<file path="config.mk">
export PLATFORM = sky130hd
export DESIGN_NAME = line_pixel_rasterizer_top
export DESIGN_NICKNAME = d
export VERILOG_FILES = /design/src/sv/lpr_pkg.sv /design/src/sv/line_pixel_rasterizer_top.sv /design/src/sv/lpr_line_setup.sv /design/src/sv/lpr_walker.sv
export SDC_FILE = /design/constraint.sdc
export NUM_CORES = 1
export LEC_CHECK = 0
export BUFFER_PORTS_ARGS = -buffer_cell sky130_fd_sc_hd__buf_2
export CAP_MARGIN = 20
export CORE_ASPECT_RATIO = 1.1
export CORE_MARGIN = 1
export CORE_UTILIZATION = 40
export CTS_CLUSTER_SIZE = 10
export DETAILED_ROUTE_END_ITERATION = 10
export SYNTH_ARGS = -nofsm -noshare
export SYNTH_HDL_FRONTEND = slang
export SYNTH_HIERARCHICAL = 1
export SYNTH_SLANG_ARGS = --single-unit
export TNS_END_PERCENT = 100
</file>
<file path="constraint.sdc">
create_clock -name i_clk -period 9.4 [get_ports i_clk]
set_input_delay 0.94 -clock i_clk [delete_from_list [all_inputs] [get_ports i_clk]]
set_output_delay 0.94 -clock i_clk [all_outputs]
set_load 0.1 [all_outputs]
</file>
<file path="src/sv/lpr_pkg.sv">
// shared types and constants of the line pixel rasterizer
package lpr_pkg;

    localparam int COORD_BITS  = 12;
    localparam int COLOUR_BITS = 16;
    localparam int SIZE_BITS   = COORD_BITS + 1;
    localparam int ERR_BITS    = COORD_BITS + 3;
    localparam int CFG_IDX_BITS = 4;

    // configuration register indexes
    localparam logic [CFG_IDX_BITS-1:0] CFG_ORIGIN_X = CFG_IDX_BITS'(0);
    localparam logic [CFG_IDX_BITS-1:0] CFG_ORIGIN_Y = CFG_IDX_BITS'(1);
    localparam logic [CFG_IDX_BITS-1:0] CFG_WIDTH    = CFG_IDX_BITS'(2);
    localparam logic [CFG_IDX_BITS-1:0] CFG_HEIGHT   = CFG_IDX_BITS'(3);

    // command codes
    localparam logic CMD_LOAD = 1'b0;
    localparam logic CMD_STEP = 1'b1;

    typedef struct packed {
        logic                   cmd;
        logic [COORD_BITS-1:0]  start_x;
        logic [COORD_BITS-1:0]  start_y;
        logic [COORD_BITS-1:0]  end_x;
        logic [COORD_BITS-1:0]  end_y;
        logic [COLOUR_BITS-1:0] colour_in;
    } t_in_item;

    typedef struct packed {
        logic [COORD_BITS-1:0]  pixel_x;
        logic [COORD_BITS-1:0]  pixel_y;
        logic [COLOUR_BITS-1:0] colour_out;
        logic                   last;
    } t_out_item;

    // canvas window from the configuration registers
    typedef struct packed {
        logic [COORD_BITS-1:0] origin_x;
        logic [COORD_BITS-1:0] origin_y;
        logic [SIZE_BITS-1:0]  width;
        logic [SIZE_BITS-1:0]  height;
    } t_canvas;

    // walker state computed from a load
    typedef struct packed {
        logic                       in_canvas;
        logic [COORD_BITS-1:0]      cur_x;
        logic [COORD_BITS-1:0]      cur_y;
        logic signed [ERR_BITS-1:0] err_term;
        logic signed [ERR_BITS-1:0] inc_straight;
        logic signed [ERR_BITS-1:0] inc_diag;
        logic [COORD_BITS-1:0]      remaining;
        logic                       x_major;
        logic                       minor_step_neg;
    } t_line_setup;

endpackage

</file>
<file path="src/sv/line_pixel_rasterizer_top.sv">
// top level of the midpoint line rasterizer
// usage:
//   input channel (i_in_valid / o_in_ready / i_in_data) carries commands.
//   a load (cmd 0) gives two absolute endpoints and a colour; the line is
//   kept only if both endpoints lie in the canvas window, and a load never
//   yields a result. each step (cmd 1) on an active line yields one
//   canvas-relative pixel on the output channel (o_out_valid / i_out_ready
//   / o_out_data), last set on the final one of max(|dx|,|dy|)+1 pixels.
//   steps on an idle block are consumed with no result.
//   latency: a step's pixel is valid the cycle after its transfer.
//   throughput: one item per cycle while the receiver does not stall, set by the
//   single error-term add and compare in the walker; the result register lets
//   a new item enter while the previous pixel drains.
//   receiver stall: the pixel holds and o_in_ready drops until it is taken.
//   reset: no line active, output empty, canvas origin 0,0 and full size.
//   canvas registers are written through i_cfg_we / i_cfg_index / i_cfg_data;
//   the user must write them only while the block is idle; the block does not enforce it.
module line_pixel_rasterizer_top (
    input  logic                                i_clk,
    input  logic                                i_rst_n,
    input  logic                                i_in_valid,
    output logic                                o_in_ready,
    input  lpr_pkg::t_in_item                   i_in_data,
    output logic                                o_out_valid,
    input  logic                                i_out_ready,
    output lpr_pkg::t_out_item                  o_out_data,
    input  logic                                i_cfg_we,
    input  logic [lpr_pkg::CFG_IDX_BITS-1:0]    i_cfg_index,
    input  logic [lpr_pkg::SIZE_BITS-1:0]       i_cfg_data
);
    import lpr_pkg::*;

    t_canvas     r_canvas;
    t_line_setup setup;

    // canvas configuration registers
    always_ff @(posedge i_clk) begin
        if (!i_rst_n) begin
            r_canvas.origin_x <= '0;
            r_canvas.origin_y <= '0;
            r_canvas.width    <= {1'b1, {COORD_BITS{1'b0}}};
            r_canvas.height   <= {1'b1, {COORD_BITS{1'b0}}};
        end else if (i_cfg_we) begin
            unique case (i_cfg_index)
                CFG_ORIGIN_X: r_canvas.origin_x <= i_cfg_data[COORD_BITS-1:0];
                CFG_ORIGIN_Y: r_canvas.origin_y <= i_cfg_data[COORD_BITS-1:0];
                CFG_WIDTH:    r_canvas.width    <= i_cfg_data;
                CFG_HEIGHT:   r_canvas.height   <= i_cfg_data;
                default: begin
                end
            endcase
        end
    end

    lpr_line_setup u_setup (
        .i_item   (i_in_data),
        .i_canvas (r_canvas),
        .o_setup  (setup)
    );

    lpr_walker u_walker (
        .i_clk       (i_clk),
        .i_rst_n     (i_rst_n),
        .i_in_valid  (i_in_valid),
        .o_in_ready  (o_in_ready),
        .i_item      (i_in_data),
        .i_setup     (setup),
        .o_out_valid (o_out_valid),
        .i_out_ready (i_out_ready),
        .o_out_data  (o_out_data)
    );

endmodule

</file>
<file path="src/sv/lpr_line_setup.sv">
// load path: window check, endpoint ordering and error term setup
module lpr_line_setup (
    input  lpr_pkg::t_in_item    i_item,
    input  lpr_pkg::t_canvas     i_canvas,
    output lpr_pkg::t_line_setup o_setup
);
    import lpr_pkg::*;

    function automatic logic in_window(input logic [COORD_BITS-1:0] v,
                                       input logic [COORD_BITS-1:0] org,
                                       input logic [SIZE_BITS-1:0]  size);
        logic [COORD_BITS-1:0] diff;
        diff = v - org;
        return (v >= org) && ({1'b0, diff} < size);
    endfunction

    logic [COORD_BITS-1:0] sx, sy, ex, ey;
    logic [COORD_BITS-1:0] dx, dy, dmaj, dmin;
    logic                  x_major, swap;
    logic [COORD_BITS-1:0] fx, fy, lx, ly;
    logic [ERR_BITS-1:0]   dmin2, dmaj1, dmaj2;

    // canvas-relative endpoints and deltas
    always_comb begin
        sx = i_item.start_x - i_canvas.origin_x;
        ex = i_item.end_x   - i_canvas.origin_x;
        sy = i_item.start_y - i_canvas.origin_y;
        ey = i_item.end_y   - i_canvas.origin_y;
        dx = (sx > ex) ? sx - ex : ex - sx;
        dy = (sy > ey) ? sy - ey : ey - sy;
        x_major = dx >= dy;
        swap = (x_major && sx > ex) || (!x_major && sy > ey);
        fx = swap ? ex : sx;
        fy = swap ? ey : sy;
        lx = swap ? sx : ex;
        ly = swap ? sy : ey;
        dmaj = x_major ? dx : dy;
        dmin = x_major ? dy : dx;
    end

    // error term and increments
    always_comb begin
        dmin2 = {2'b00, dmin, 1'b0};
        dmaj1 = {3'b000, dmaj};
        dmaj2 = {2'b00, dmaj, 1'b0};
        o_setup.in_canvas = in_window(i_item.start_x, i_canvas.origin_x, i_canvas.width)
                         && in_window(i_item.end_x, i_canvas.origin_x, i_canvas.width)
                         && in_window(i_item.start_y, i_canvas.origin_y, i_canvas.height)
                         && in_window(i_item.end_y, i_canvas.origin_y, i_canvas.height);
        o_setup.cur_x          = fx;
        o_setup.cur_y          = fy;
        o_setup.err_term       = signed'(dmin2 - dmaj1);
        o_setup.inc_straight   = signed'(dmin2);
        o_setup.inc_diag       = signed'(dmin2 - dmaj2);
        o_setup.remaining      = dmaj;
        o_setup.x_major        = x_major;
        o_setup.minor_step_neg = x_major ? (ly < fy) : (lx < fx);
    end

endmodule

</file>
<file path="src/sv/lpr_walker.sv">
// line state, one midpoint step per step transfer, and the result register
module lpr_walker (
    input  logic                 i_clk,
    input  logic                 i_rst_n,
    input  logic                 i_in_valid,
    output logic                 o_in_ready,
    input  lpr_pkg::t_in_item    i_item,
    input  lpr_pkg::t_line_setup i_setup,
    output logic                 o_out_valid,
    input  logic                 i_out_ready,
    output lpr_pkg::t_out_item   o_out_data
);
    import lpr_pkg::*;

    logic                       r_active;
    logic [COORD_BITS-1:0]      r_cur_x, r_cur_y;
    logic signed [ERR_BITS-1:0] r_err, r_inc_straight, r_inc_diag;
    logic [COORD_BITS-1:0]      r_remaining;
    logic                       r_x_major, r_minor_neg;
    logic [COLOUR_BITS-1:0]     r_colour;
    logic                       r_out_valid;
    t_out_item                  r_out;

    logic                       in_fire, is_load, is_step, diag;
    logic [COORD_BITS-1:0]      n_cur_x, n_cur_y, minor_nxt;
    logic signed [ERR_BITS-1:0] n_err;

    // transfer accepted whenever the result register is free or draining
    assign o_in_ready  = !r_out_valid || i_out_ready;
    assign in_fire     = i_in_valid && o_in_ready;
    assign is_load     = in_fire && (i_item.cmd == CMD_LOAD);
    assign is_step     = in_fire && (i_item.cmd == CMD_STEP) && r_active;
    assign o_out_valid = r_out_valid;
    assign o_out_data  = r_out;

    // next position and error term
    always_comb begin
        diag      = r_err > 0;
        minor_nxt = r_x_major ? r_cur_y : r_cur_x;
        if (diag) begin
            minor_nxt = r_minor_neg ? minor_nxt - 1'b1 : minor_nxt + 1'b1;
        end
        n_err = diag ? r_err + r_inc_diag : r_err + r_inc_straight;
        if (r_x_major) begin
            n_cur_x = r_cur_x + 1'b1;
            n_cur_y = minor_nxt;
        end else begin
            n_cur_x = minor_nxt;
            n_cur_y = r_cur_y + 1'b1;
        end
    end

    // control state
    always_ff @(posedge i_clk) begin
        if (!i_rst_n) begin
            r_active    <= 1'b0;
            r_out_valid <= 1'b0;
        end else begin
            if (is_load) begin
                r_active <= i_setup.in_canvas;
            end else if (is_step && r_remaining == '0) begin
                r_active <= 1'b0;
            end
            if (is_step) begin
                r_out_valid <= 1'b1;
            end else if (i_out_ready) begin
                r_out_valid <= 1'b0;
            end
        end
    end

    // line datapath and result payload
    always_ff @(posedge i_clk) begin
        if (is_load) begin
            r_cur_x        <= i_setup.cur_x;
            r_cur_y        <= i_setup.cur_y;
            r_err          <= i_setup.err_term;
            r_inc_straight <= i_setup.inc_straight;
            r_inc_diag     <= i_setup.inc_diag;
            r_remaining    <= i_setup.remaining;
            r_x_major      <= i_setup.x_major;
            r_minor_neg    <= i_setup.minor_step_neg;
            r_colour       <= i_item.colour_in;
        end else if (is_step && r_remaining != '0) begin
            r_cur_x     <= n_cur_x;
            r_cur_y     <= n_cur_y;
            r_err       <= n_err;
            r_remaining <= r_remaining - 1'b1;
        end
        if (is_step) begin
            r_out.pixel_x    <= r_cur_x;
            r_out.pixel_y    <= r_cur_y;
            r_out.colour_out <= r_colour;
            r_out.last       <= (r_remaining == '0);
        end
    end

endmodule

</file>
# == After elaboration in Yosys (flattened, before gate mapping) ==
# Cells that the tools add are included.
# op_classes
eq_ne,3
order_cmp,14
n_addsub,17
bitwise,1
mux,27
n_reduce_logical,29
# ops
cell,count
$mux 12,19
$sub 12x12->12,8
$ge 12x12->1,5
$lt 12x13->1,4
$mux 15,3
$add 12x1->12 const B,3
$gt 12x12->1,2
$lt 12x12->1,2
$sub 12x1->12 const B,2
$add 15x14->15,1
$add 15x15->15,1
$gt 15x1->1 const B,1
$logic_and 1x1->1,15
$sub 13x12->14,1
$sub 13x13->14,1
$logic_not 12->1,1
$reduce_bool 12->1,1
$eq 4x2->1 const B,2
$reduce_and 2->1,4
$reduce_bool 2->1,3
$mux 1,5
$eq 4x1->1 const B,1
$logic_not 4->1,1
$logic_not 1->1,2
other kinds (2),3
# word_totals
word_cells,110
reg_bits,189
inputBits,87

# == Longest topological paths before layout ==
# Gate-level depths: netlist (run 1).
# depth
ltp_word,10
mapped_depth,46
depth_no_buf,42

# == Cells and area by module ==
# Netlist (run 1), hierarchy kept.
# modules_own_cells
mod,cells_per_inst,area_each_um2,instances,seq_area_each_um2
lpr_line_setup,1157,8034.0,1,0.0
lpr_walker,645,7298.2,1,4244.1
line_pixel_rasterizer_top,181,1888.1,1,1001.0

# == Least setup slack after synthesis (run 1) ==
# OpenSTA, ideal clock, no wires.
# synth_timing
path_type,input-to-reg
from,input i_in_data[16] (netlist name)
to,register u_walker.r_err[14] (data pin)
t_arrival_ps,9060
path_buffers,5
path_slack_ps,194
cell_stages,42
path_cell_list,inv_1 ha_1 inv_1 fa_1 a21o_1 a221o_1 a21o_1 a21oi_1 xnor2_1 inv_1 ha_1 nand4_1 nor4_1 or2b_1 mux2_2 nand3_1 o311ai_4 buf_6 (+6 left out) o21ai_0 o21ai_0 and2_0 clkbuf_1 clkbuf_1 buf_1 nor2_1 a21oi_1 ha_1 a21o_1 a21oi_1 a21boi_1 o311ai_2 o21ai_1 a211oi_1 buf_4 nor2_1 a21oi_1
# synth_rtl
item,line,source
start: declaration,line_pixel_rasterizer_top.sv:23,"input lpr_pkg::t_in_item i_in_data,"
end signal: assignment,lpr_walker.sv:77,r_err <= i_setup.err_term;
end signal: assignment,lpr_walker.sv:87,r_err <= n_err;
end: declaration,lpr_walker.sv:17,"logic signed [ERR_BITS-1:0] r_err, r_inc_straight, r_inc_diag;"

==> results of run 1 <==
-- worst max-delay path, delay by kind of cell --
family,cells,cell delay (ns)
xor gates and xnor gates,1,0.25
adders and majority gates,4,1.39
AOI/OAI and AO/OA,19,3.78
buffers and inverters,5,0.83
muxes,2,0.59
and+or+nand+nor,8,1.31
-- cells by family after synthesis --
logic type      count (synthesis)  synth area share (%)
buf+inv                       228                 5.638
xor+xnor                      117                 6.125
other cells                     1               0.02178
fa+ha+maj                     201                 15.00
flops                         192                 30.46
mux                           104                 6.241
compound gates                511                 19.48
simple gates                  629                 17.04
-- stage by stage --
step                      hold slack [ns]  setup WS [ns]
final                              0.4222         0.6623
after global routing               0.4324        0.08463
after CTS                          0.4240         0.5645
after detailed placement           0.4061        0.07870
after global placement             0.4032         0.3437
after floorplan                    0.4003         0.1941
-- metal layers --
| metal | GRT usage (%) | share of wire (%) |
|---|---|---|
| met1 | 28.83 | 45 |
| met2 | 39.80 | 48 |
| met3 | 3.352 | 4.1 |
| met4 | 7.710 | 2.3 |
| met5 | 0 | 0 |
-- registers in the layout, summed over array words and instances, names as in the netlist --
signal and count:
r_canvas 50, u_walker/o_out_data 41, u_walker/r_colour 16, u_walker/r_err 15, u_walker/r_inc_diag 15, u_walker/r_inc_straight 15, u_walker/r_cur_x 12, u_walker/r_cur_y 12
u_walker/r_remaining 12, u_walker/o_out_valid 1, u_walker/r_active 1, u_walker/r_minor_neg 1, u_walker/r_x_major 1
-- Yosys cell counts (all sizes together) (20+ instances only) --
master,n
nor2b,25
mux2i,87
nand3,59
nor3,33
nand2b,28
nor2,119
xnor2,68
o21ai,131
nand2,269
dfxtp,52
clkbuf,36
edfxtp,140
a21o,36
buf,35
xor2,49
a21oi,153
ha,184
nand4,20
inv,155
-- how the worst min path moves through the flow --
stage	start	to	slack, ns	cells past startpoint
finish	u_walker/r_colour[15]	u_walker/o_out_data[16]	0.42	0
detailed placement	u_walker/r_colour[8]	u_walker/o_out_data[9]	0.41	0
global route	u_walker/r_colour[15]	u_walker/o_out_data[16]	0.43	0
global placement	u_walker/r_colour[7]	u_walker/o_out_data[8]	0.40	0
floorplan	u_walker/r_colour[9]	u_walker/o_out_data[10]	0.40	0
CTS	u_walker/r_colour[8]	u_walker/o_out_data[9]	0.42	0
-- layout make-up --
type / count / share of cell area [%]
multi-input cells: 1566 / 57.62
flip-flops and latches: 192 / 27.34
repair buffers: 176 / 5.335
well taps: 567 / 3.698
inverters: 157 / 3.117
clock buffers: 17 / 2.217
clock inverters: 15 / 0.6718
-- power groups by stage --
| stage | combinational, mW | sequential (mW) | clock (mW) |
|---|---|---|---|
| after global routing | 6.30 | 1.38 | 0.754 |
| after detailed placement | 5.62 | 1.38 | 0 |
| final | 5.72 | 1.36 | 0.708 |
| after floorplan | 4.19 | 1.35 | 0 |
| after global placement | 5.56 | 1.38 | 0 |
| after CTS | 5.65 | 1.36 | 0.726 |
==> metrics.txt, run 1 <==
status=complete, no violations; Post-synth EDFFs=140; worst hold path type=reg2reg; vias per cell=5.518; Clk pwr share=9.1%; Max Clk Rate=114.4 MHz; Crit. End Element=flop; largest net degree at the start of global routing=67; initial antenna violation count=0; Pwr Density=406.2 nW/um^2; starting density of the core=40.61%; r2r endpoint=u_walker/r_err[13]; clk_lat worst skew=0.49 ns; Slew Viols, Final=0; H-Tree Depth=4; drc violations=0; Slowest cell on crit path=o311ai_2; Via Count=14840; WL final=49700 um; worst reg-to-reg path cell count=39; clk sinks=192; hold buffers post-CTS=0; WP data required=9.74 ns; total CTS buffers=17; gr ovfl total=0; Sw Share=50.21%; Setup crit start kind=primary input; Util after Layout=45.24%; filler instances=4170; Final Wtd Congestion=0.9061; clock skew=0.01376 ns; Syn Area/Cell=8.684 um^2; Clock Path Buffers=2; Arr. time, crit path=9.08 ns; sequential share of the synthesized area=30.46%; area grow syn2layout=11.41%; CP Class=in2reg; commonest cells after routing, fill and taps aside=nand2_1, ha_1, a21oi_1; Worst-Margin Slew=1.152 ns; Comb power frac=73.4%; final setup fails=0; area of the multi-input gates=11050 um^2; post-layout power=7.792 mW; final hold viol count=0; commonest non-fill, non-tap cell in the layout=nand2_1; sw power=3.913 mW; Setup crit start=i_in_data[20]; Reg power frac=17.5%; RSZ-0062 raised after global routing=no; global-route wire length before repair=77250 um; cell area after layout=19180 um^2; R2R setup slack=0.75 ns; Post-Synthesis Cells=1983; clock root buffer=clkbuf_16; Synth warnings=6; DR pass1 iterations=6; minimum clock period=8.738 ns; Critical R2R Launch=r_canvas[27]; layout net count=2392; Lkg Pwr=7.935 nW; Synth area leaders=edfxtp_1, ha_1, dfxtp_1; GRT Total Usage=22.93%; number of synthesized register bits=192; Register Area=5245 um^2; Worst VDD drop=0.0002381 V; Synth Cell Area=17220 um^2; TritonCTS clock tree=built; MaxCap Viol Count=0; DP Area=18610 um^2; Fin Setup TNS=0 ns; Avg WL per Cell=18.48 um; vias in the first global route=14270; Ports=130; DR iter-0 viols=970; Detail Route Antenna Nets=0; placed cell count=2657; layout cells sized above 1=12.86%; Critical Path Fanout Max=18; Die Width=199.8 um; area leader, netlist=edfxtp_1; share of the synthesized area in the top cell type=24.41%; die span in y=219.6 um; CP Capture Point=u_walker/r_err[13]; # resized after CTS=0; non-filler cells, final=2690; HPWL after DPL=39800 um; distinct cell type count after synthesis=104; Final Cycle Share=92.95%; Reg clk slew, reported paths=0.07 ns; CP max stage delay=0.41 ns; postcts setup bufs=0; core area=42400 um^2; Slew headroom=22.52%; Primary FF master, synth=edfxtp_1; Die ar.=43890 um^2; # diodes=0; IO Port Bufs=129; P_int=3.880 mW; Core Rows=79; asr flop ratio synth=0%
(Power assumes the default switching activity.)
==> run 2, diff against run 1 <==
--- a/config.mk
+++ b/config.mk
@@ -12,6 +12,7 @@
 export CORE_UTILIZATION = 40
 export CTS_CLUSTER_SIZE = 10
 export DETAILED_ROUTE_END_ITERATION = 10
+export MAX_ROUTING_LAYER = met4
 export SYNTH_ARGS = -nofsm -noshare
 export SYNTH_HDL_FRONTEND = slang
 export SYNTH_HIERARCHICAL = 1
==> metrics.txt, run 2 (synthesis gave the netlist of run 1 again) <==
drc violations=0 (unchanged); Reg clk slew, reported paths=0.07 ns (about the same); clock skew=0.01408 ns (was 0.01376 ns); initial antenna violation count=0 (unchanged); Clock Path Buffers=2 (unchanged); r2r endpoint=u_walker/r_err[13] (unchanged); post-layout power=7.780 mW (was 7.792 mW); endpoint of the worst hold-timing path=u_walker/o_out_data[10] (was u_walker/o_out_data[16]); Util after Layout=45.29% (was 45.24%); area grow syn2layout=11.52% (was 11.41%); CP max stage delay=0.40 ns (was 0.41 ns); clk sinks=192 (unchanged); Arr. time, crit path=9.24 ns (was 9.08 ns); Max Clk Rate=112.3 MHz (was 114.4 MHz); R2R setup slack=0.61 ns (was 0.75 ns); Slowest cell on crit path=o311ai_2 (unchanged); postcts setup bufs=0 (unchanged); Slew headroom=28.09% (was 22.52%); WP data required=9.74 ns (about the same); core area=42400 um^2 (unchanged); GRT Total Usage=24.08% (was 22.93%); Lkg Pwr=7.955 nW (was 7.935 nW); vias in the first global route=14470 (was 14270); max reg flops=50 (unchanged); DR pass1 iterations=5 (was 6); commonest non-fill, non-tap cell in the layout=nand2_1 (unchanged); hold depth=0 (unchanged); MaxCap Viol Count=0 (unchanged); CP Class=in2reg (unchanged); die span in y=219.6 um (unchanged); Setup crit start kind=primary input (unchanged); status=complete, no violations (unchanged); Worst-Margin Slew=1.069 ns (was 1.152 ns); Worst VDD drop=0.0002396 V (was 0.0002381 V); layout net count=2393 (was 2392); WL final=49890 um (was 49700 um); Final Wtd Congestion=0.9298 (was 0.9061); hold buffers post-CTS=0 (unchanged); global-route wire length before repair=78830 um (was 77250 um); H-Tree Depth=4 (unchanged); worst reg-to-reg path cell count=39 (unchanged); layout cells sized above 1=12.99% (was 12.86%); Slew Viols, Final=0 (unchanged); DR iter-0 viols=963 (was 970); Crit. End Element=flop (unchanged); Via Count=14930 (was 14840); final hold viol count=0 (unchanged); gr ovfl total=0 (unchanged); Die ar.=43890 um^2 (unchanged); vias per cell=5.545 (was 5.518); Top reg by flops=r_canvas (unchanged); starting density of the core=40.61% (unchanged); minimum clock period=8.902 ns (was 8.738 ns); critical hold path startpoint=u_walker/r_colour[9] (was u_walker/r_colour[15]); final setup fails=0 (unchanged); Final Cycle Share=94.70% (was 92.95%); clk_lat worst skew=0.50 ns (was 0.49 ns); CP Buf/Inv Count=5 (unchanged); Pwr Density=405.1 nW/um^2 (was 406.2 nW/um^2); IO Port Bufs=129 (unchanged); clock root buffer=clkbuf_16 (unchanged); Fin Setup TNS=0 ns (unchanged); Critical Path Fanout Max=32 (was 18); Core Rows=79 (unchanged); Avg WL per Cell=18.53 um (was 18.48 um); largest net degree at the start of global routing=73 (was 67); Ports=130 (unchanged); TritonCTS clock tree=built (unchanged); RSZ-0062 raised after global routing=no (unchanged); commonest cells after routing, fill and taps aside=nand2_1, ha_1, a21oi_1 (unchanged); HPWL after DPL=39940 um (was 39800 um); total CTS buffers=17 (unchanged); Crit path max-delay family=compound AO/OA/AOI/OAI gates (unchanged); Critical R2R Launch=r_canvas[27] (unchanged); Die Width=199.8 um (unchanged); worst hold path type=reg2reg (unchanged); Detail Route Antenna Nets=0 (unchanged)
[run 2: timing repair]
action / 4_1_cts / 5_1_grt
endpoints found under the hold margin: 0 / 0
resized for setup: 0 / 2
setup endpoints to repair: 0 / 2
[run 2: routing by layer]
layer | track usage [%] | routed length, um | up-vias
met1 | 29.73 | 22830 | 7149
li1 | - | - | 7376
met3 | 3.168 | 1784 | 55
met2 | 40.63 | 24330 | 348
met5 | - | 0 | -
met4 | 7.455 | 947 | 0
[run 2: per-stage QoR]
| stage | hold WS [ns] | area (um^2) | worst slack, ns | std cells |
|---|---|---|---|---|
| after floorplan | 0.4003 | 17230 | 0.1941 | 1986 |
| after global placement | 0.4006 | 18630 | 0.3223 | 2658 |
| after detailed placement | 0.4073 | 18630 | 0.1397 | 2658 |
| after CTS | 0.4261 | 19170 | 0.6252 | 2690 |
| after global routing | 0.4338 | 19200 | 0.04333 | 2691 |
| final | 0.4250 | 19200 | 0.4984 | 2692 |
[run 2: cell type report]
cell class                 instances  area, um^2
fill                            4184       23200
multi-input combinational       1566       11060
sequential                       192        5245
timing repair buffer             177        1044
tap                              567       709.4
inverter                         157       598.1
clock buffer                      17       425.4
clock inverter                    15       122.6
antenna                            1       2.502
[run 2: report_power, final]
group / leakage, nW / switching (mW) / internal [mW]
logic: 5.96 / 3.41 / 2.29
registers: 1.72 / 0.121 / 1.25
clock network: 0.276 / 0.368 / 0.345
total: 7.95 / 3.90 / 3.88
[run 2: worst max path at each step]
stage / start / depth (start not counted) / slack [ns] / to
after global routing: i_in_data[20] / 40 / 0.04 / u_walker/r_err[13]
after detailed placement: i_in_data[20] / 39 / 0.14 / u_walker/r_err[13]
after floorplan: i_in_data[16] / 42 / 0.19 / u_walker/r_err[14]
final: i_in_data[20] / 39 / 0.50 / u_walker/r_err[13]
after global placement: i_in_data[16] / 36 / 0.32 / u_walker/r_err[13]
after CTS: i_in_data[20] / 39 / 0.63 / u_walker/r_err[13]
==> run 3, diff against run 2 <==
--- a/config.mk
+++ b/config.mk
@@ -5,6 +5,7 @@
 export SDC_FILE = /design/constraint.sdc
 export NUM_CORES = 1
 export LEC_CHECK = 0
+export ABC_AREA = 1
 export BUFFER_PORTS_ARGS = -buffer_cell sky130_fd_sc_hd__buf_2
 export CAP_MARGIN = 20
 export CORE_ASPECT_RATIO = 1.1
==> metrics.txt, run 3 <==
status=complete, no violations (unchanged); initial antenna violation count=0 (unchanged); die span in y=229.7 um (was 219.6 um); hold buffers post-CTS=0 (unchanged); worst reg-to-reg path cell count=46 (was 39); gr ovfl total=0 (unchanged); Critical Path Fanout Max=27 (was 32); WP data required=9.61 ns (was 9.74 ns); Core Rows=83 (was 79); distinct cell type count after synthesis=59 (was 104); final setup fails=0 (unchanged); asr flop ratio synth=0% (unchanged); Via Count=17610 (was 14930); Max Clk Rate=120.9 MHz (was 112.3 MHz); Synth warnings=6 (unchanged); GRT Total Usage=24.02% (was 24.08%); Slew headroom=23.11% (was 28.09%); drc violations=0 (unchanged); Die Width=209.0 um (was 199.8 um); endpoint of the worst hold-timing path=u_walker/o_out_data[12] (was u_walker/o_out_data[10]); TritonCTS clock tree=built (unchanged); hold depth=0 (unchanged); Reg clk slew, reported paths=0.07 ns (about the same); commonest cells after routing, fill and taps aside=nand2_1, inv_1, nor2_1 (was nand2_1, ha_1, a21oi_1); Die ar.=48020 um^2 (was 43890 um^2); IO Port Bufs=129 (unchanged); clock root buffer=clkbuf_16 (unchanged); R2R setup slack=1.23 ns (was 0.61 ns); clk sinks=192 (unchanged); MaxCap Viol Count=0 (unchanged); share of the synthesized area in the top cell type=22.29% (was 24.41%); # resized after CTS=0 (unchanged); Top reg by flops=r_canvas (unchanged); CP max stage delay=0.48 ns (was 0.40 ns); Avg WL per Cell=16.23 um (was 18.53 um); Critical R2R Launch=r_canvas[28] (was r_canvas[27]); DR pass1 iterations=7 (was 5); WHS=0.4218 ns (was 0.4250 ns); clock skew=0.01067 ns (was 0.01408 ns); area leader, netlist=edfxtp_1 (unchanged); starting density of the core=40.45% (was 40.61%); max reg flops=50 (unchanged); layout net count=3083 (was 2393); area grow syn2layout=8.870% (was 11.52%); top-count cell post-synth=nand2_1 (unchanged); postcts setup bufs=0 (unchanged); CP Class=in2reg (unchanged); area of the multi-input gates=11560 um^2 (was 11060 um^2); largest net degree at the start of global routing=80 (was 73); critical hold path startpoint=u_walker/r_colour[11] (was u_walker/r_colour[9]); Slowest cell on crit path=o21ai_0 (was o311ai_2); WL final=55330 um (was 49890 um); final hold viol count=0 (unchanged); global-route wire length before repair=87510 um (was 78830 um); Register Area=5245 um^2 (unchanged); total CTS buffers=17 (unchanged); Final Cycle Share=88.01% (was 94.70%); Synth Area in Compound Gates=10.04% (was 19.48%); HPWL after DPL=44850 um (was 39940 um); Crit. End Element=flop (unchanged); post-synthesis mux area share=0% (was 6.241%); core area=46630 um^2 (was 42400 um^2); Detail Route Antenna Nets=0 (unchanged); number of synthesized register bits=192 (unchanged); Ports=130 (unchanged); Synth area leaders=edfxtp_1, nand2_1, ha_1 (was edfxtp_1, ha_1, dfxtp_1); RSZ-0062 raised after global routing=no (unchanged); H-Tree Depth=4 (unchanged); minimum clock period=8.273 ns (was 8.902 ns); # diodes=0 (was 1); Primary FF master, synth=edfxtp_1 (unchanged); filler instances=4829 (was 4184); xor and xnor area share after synthesis=4.644% (was 6.125%); Syn Area/Cell=6.939 um^2 (was 8.684 um^2); clk_lat worst skew=0.49 ns (was 0.50 ns); vias per cell=5.165 (was 5.545); post-synthesis adder-cell area fraction=13.37% (was 15.00%); Simple-Gate Fraction of Synth Area=33.05% (was 17.04%); commonest non-fill, non-tap cell in the layout=nand2_1 (unchanged); worst hold path type=reg2reg (unchanged); r2r endpoint=u_walker/r_err[13] (unchanged); Fin Setup TNS=0 ns (unchanged); sequential share of the synthesized area=27.81% (was 30.46%); Crit path top cell by count=nand2_1; Setup crit start kind=primary input (unchanged); Synth Cell Area=18860 um^2 (was 17220 um^2); DR iter-0 viols=1227 (was 963); Clock Path Buffers=2 (unchanged); Post-Synthesis Cells=2718 (was 1983); Arr. time, crit path=8.48 ns (was 9.24 ns); Post-synth EDFFs=140 (unchanged); top post-synthesis cells by count=nand2_1, inv_1, nor2_1, nand3_1, ha_1 (was nand2_1, ha_1, a21oi_1, inv_1, edfxtp_1); vias in the first global route=16940 (was 14470); layout cells sized above 1=10.84% (was 12.99%); Slew Viols, Final=0 (unchanged); Worst-Margin Slew=1.143 ns (was 1.069 ns); Final Wtd Congestion=0.9706 (was 0.9298); main combinational cell family by area after synthesis=simple AND/OR/NAND/NOR gates (was compound AO/OA/AOI/OAI gates)
-- run 3: cell types whose count changed after synthesis, moves of 27 or more --
| cell | previous run | this run |
|---|---|---|
| nand2_1 | 267 | 768 |
| nand3_1 | 58 | 199 |
| nor2_1 | 119 | 215 |
| nand2_2 | 2 | 30 |
| nand4_1 | 18 | 84 |
| mux2i_1 | 86 | 0 |
| o21ai_1 | 8 | 43 |
| a21o_1 | 36 | 9 |
| xor2_1 | 48 | 75 |
| nand2b_1 | 28 | 0 |
| a21oi_1 | 152 | 125 |
| inv_1 | 152 | 405 |
| o21ai_0 | 119 | 61 |
| xnor2_1 | 65 | 25 |
-- run 3: per-layer routing --
layer  vias up  GRT usage (%)  wire length, um
li1       9020              -                -
met3        80          3.442             2503
met4         0          9.329             1689
met2       458          40.52            26630
met5         -              -                0
met1      8049          28.82            24500
-- run 3: through the flow --
step	instance area [um^2]	util, %	instances	worst slack (ns)
after floorplan	18870	-	2721	2.296
after global placement	19890	42.65	3376	0.9981
after detailed placement	19890	42.65	3376	0.7684
after CTS	20510	43.99	3408	1.298
after global routing	20530	44.03	3409	0.2922
final	20530	44.03	3409	1.127
-- run 3: how the worst max path moves through the flow --
stage	start	slack, ns	cells after the start	to
floorplan	i_in_data[42]	2.30	47	u_walker/r_err[14]
global placement	i_in_data[42]	1.0	46	u_walker/r_err[13]
CTS	i_in_data[42]	1.30	46	u_walker/r_err[13]
global route	i_in_data[42]	0.29	46	u_walker/r_err[13]
detailed placement	i_in_data[42]	0.77	44	u_walker/r_err[13]
finish	i_in_data[42]	1.13	46	u_walker/r_err[13]
-- run 3: area by class of cell --
cell class / count / area share (%)
clock buffers: 17 / 2.072
clock inverters: 15 / 0.9689
inverters: 430 / 7.898
multi-input cells: 2021 / 56.32
flip-flops and latches: 192 / 25.55
well taps: 595 / 3.626
repair buffers: 139 / 3.571
-- run 3: logic make-up (layout without fill, tap and decap cells) --
group	after synthesis	in the layout
adder cells (fa/ha/maj)	195	195
buffers and inverters	508	601
other	1	4
AND/OR/NAND/NOR	1394	1394
AO/OA/AOI/OAI	328	328
flip-flops	192	192
XOR/XNOR	100	100
-- run 3: worst max-delay path: cells and delay by family --
family          cells  cell delay, ns
compound gates      8            1.74
xor+xnor            1            0.35
fa+ha+maj           4            1.52
buf+inv             6            0.78
simple gates       27            3.12
Power of run 3 is left out: the tool's default activity adds up to more than one toggle a clock period on the data nets, which glitch-free logic cannot reach.
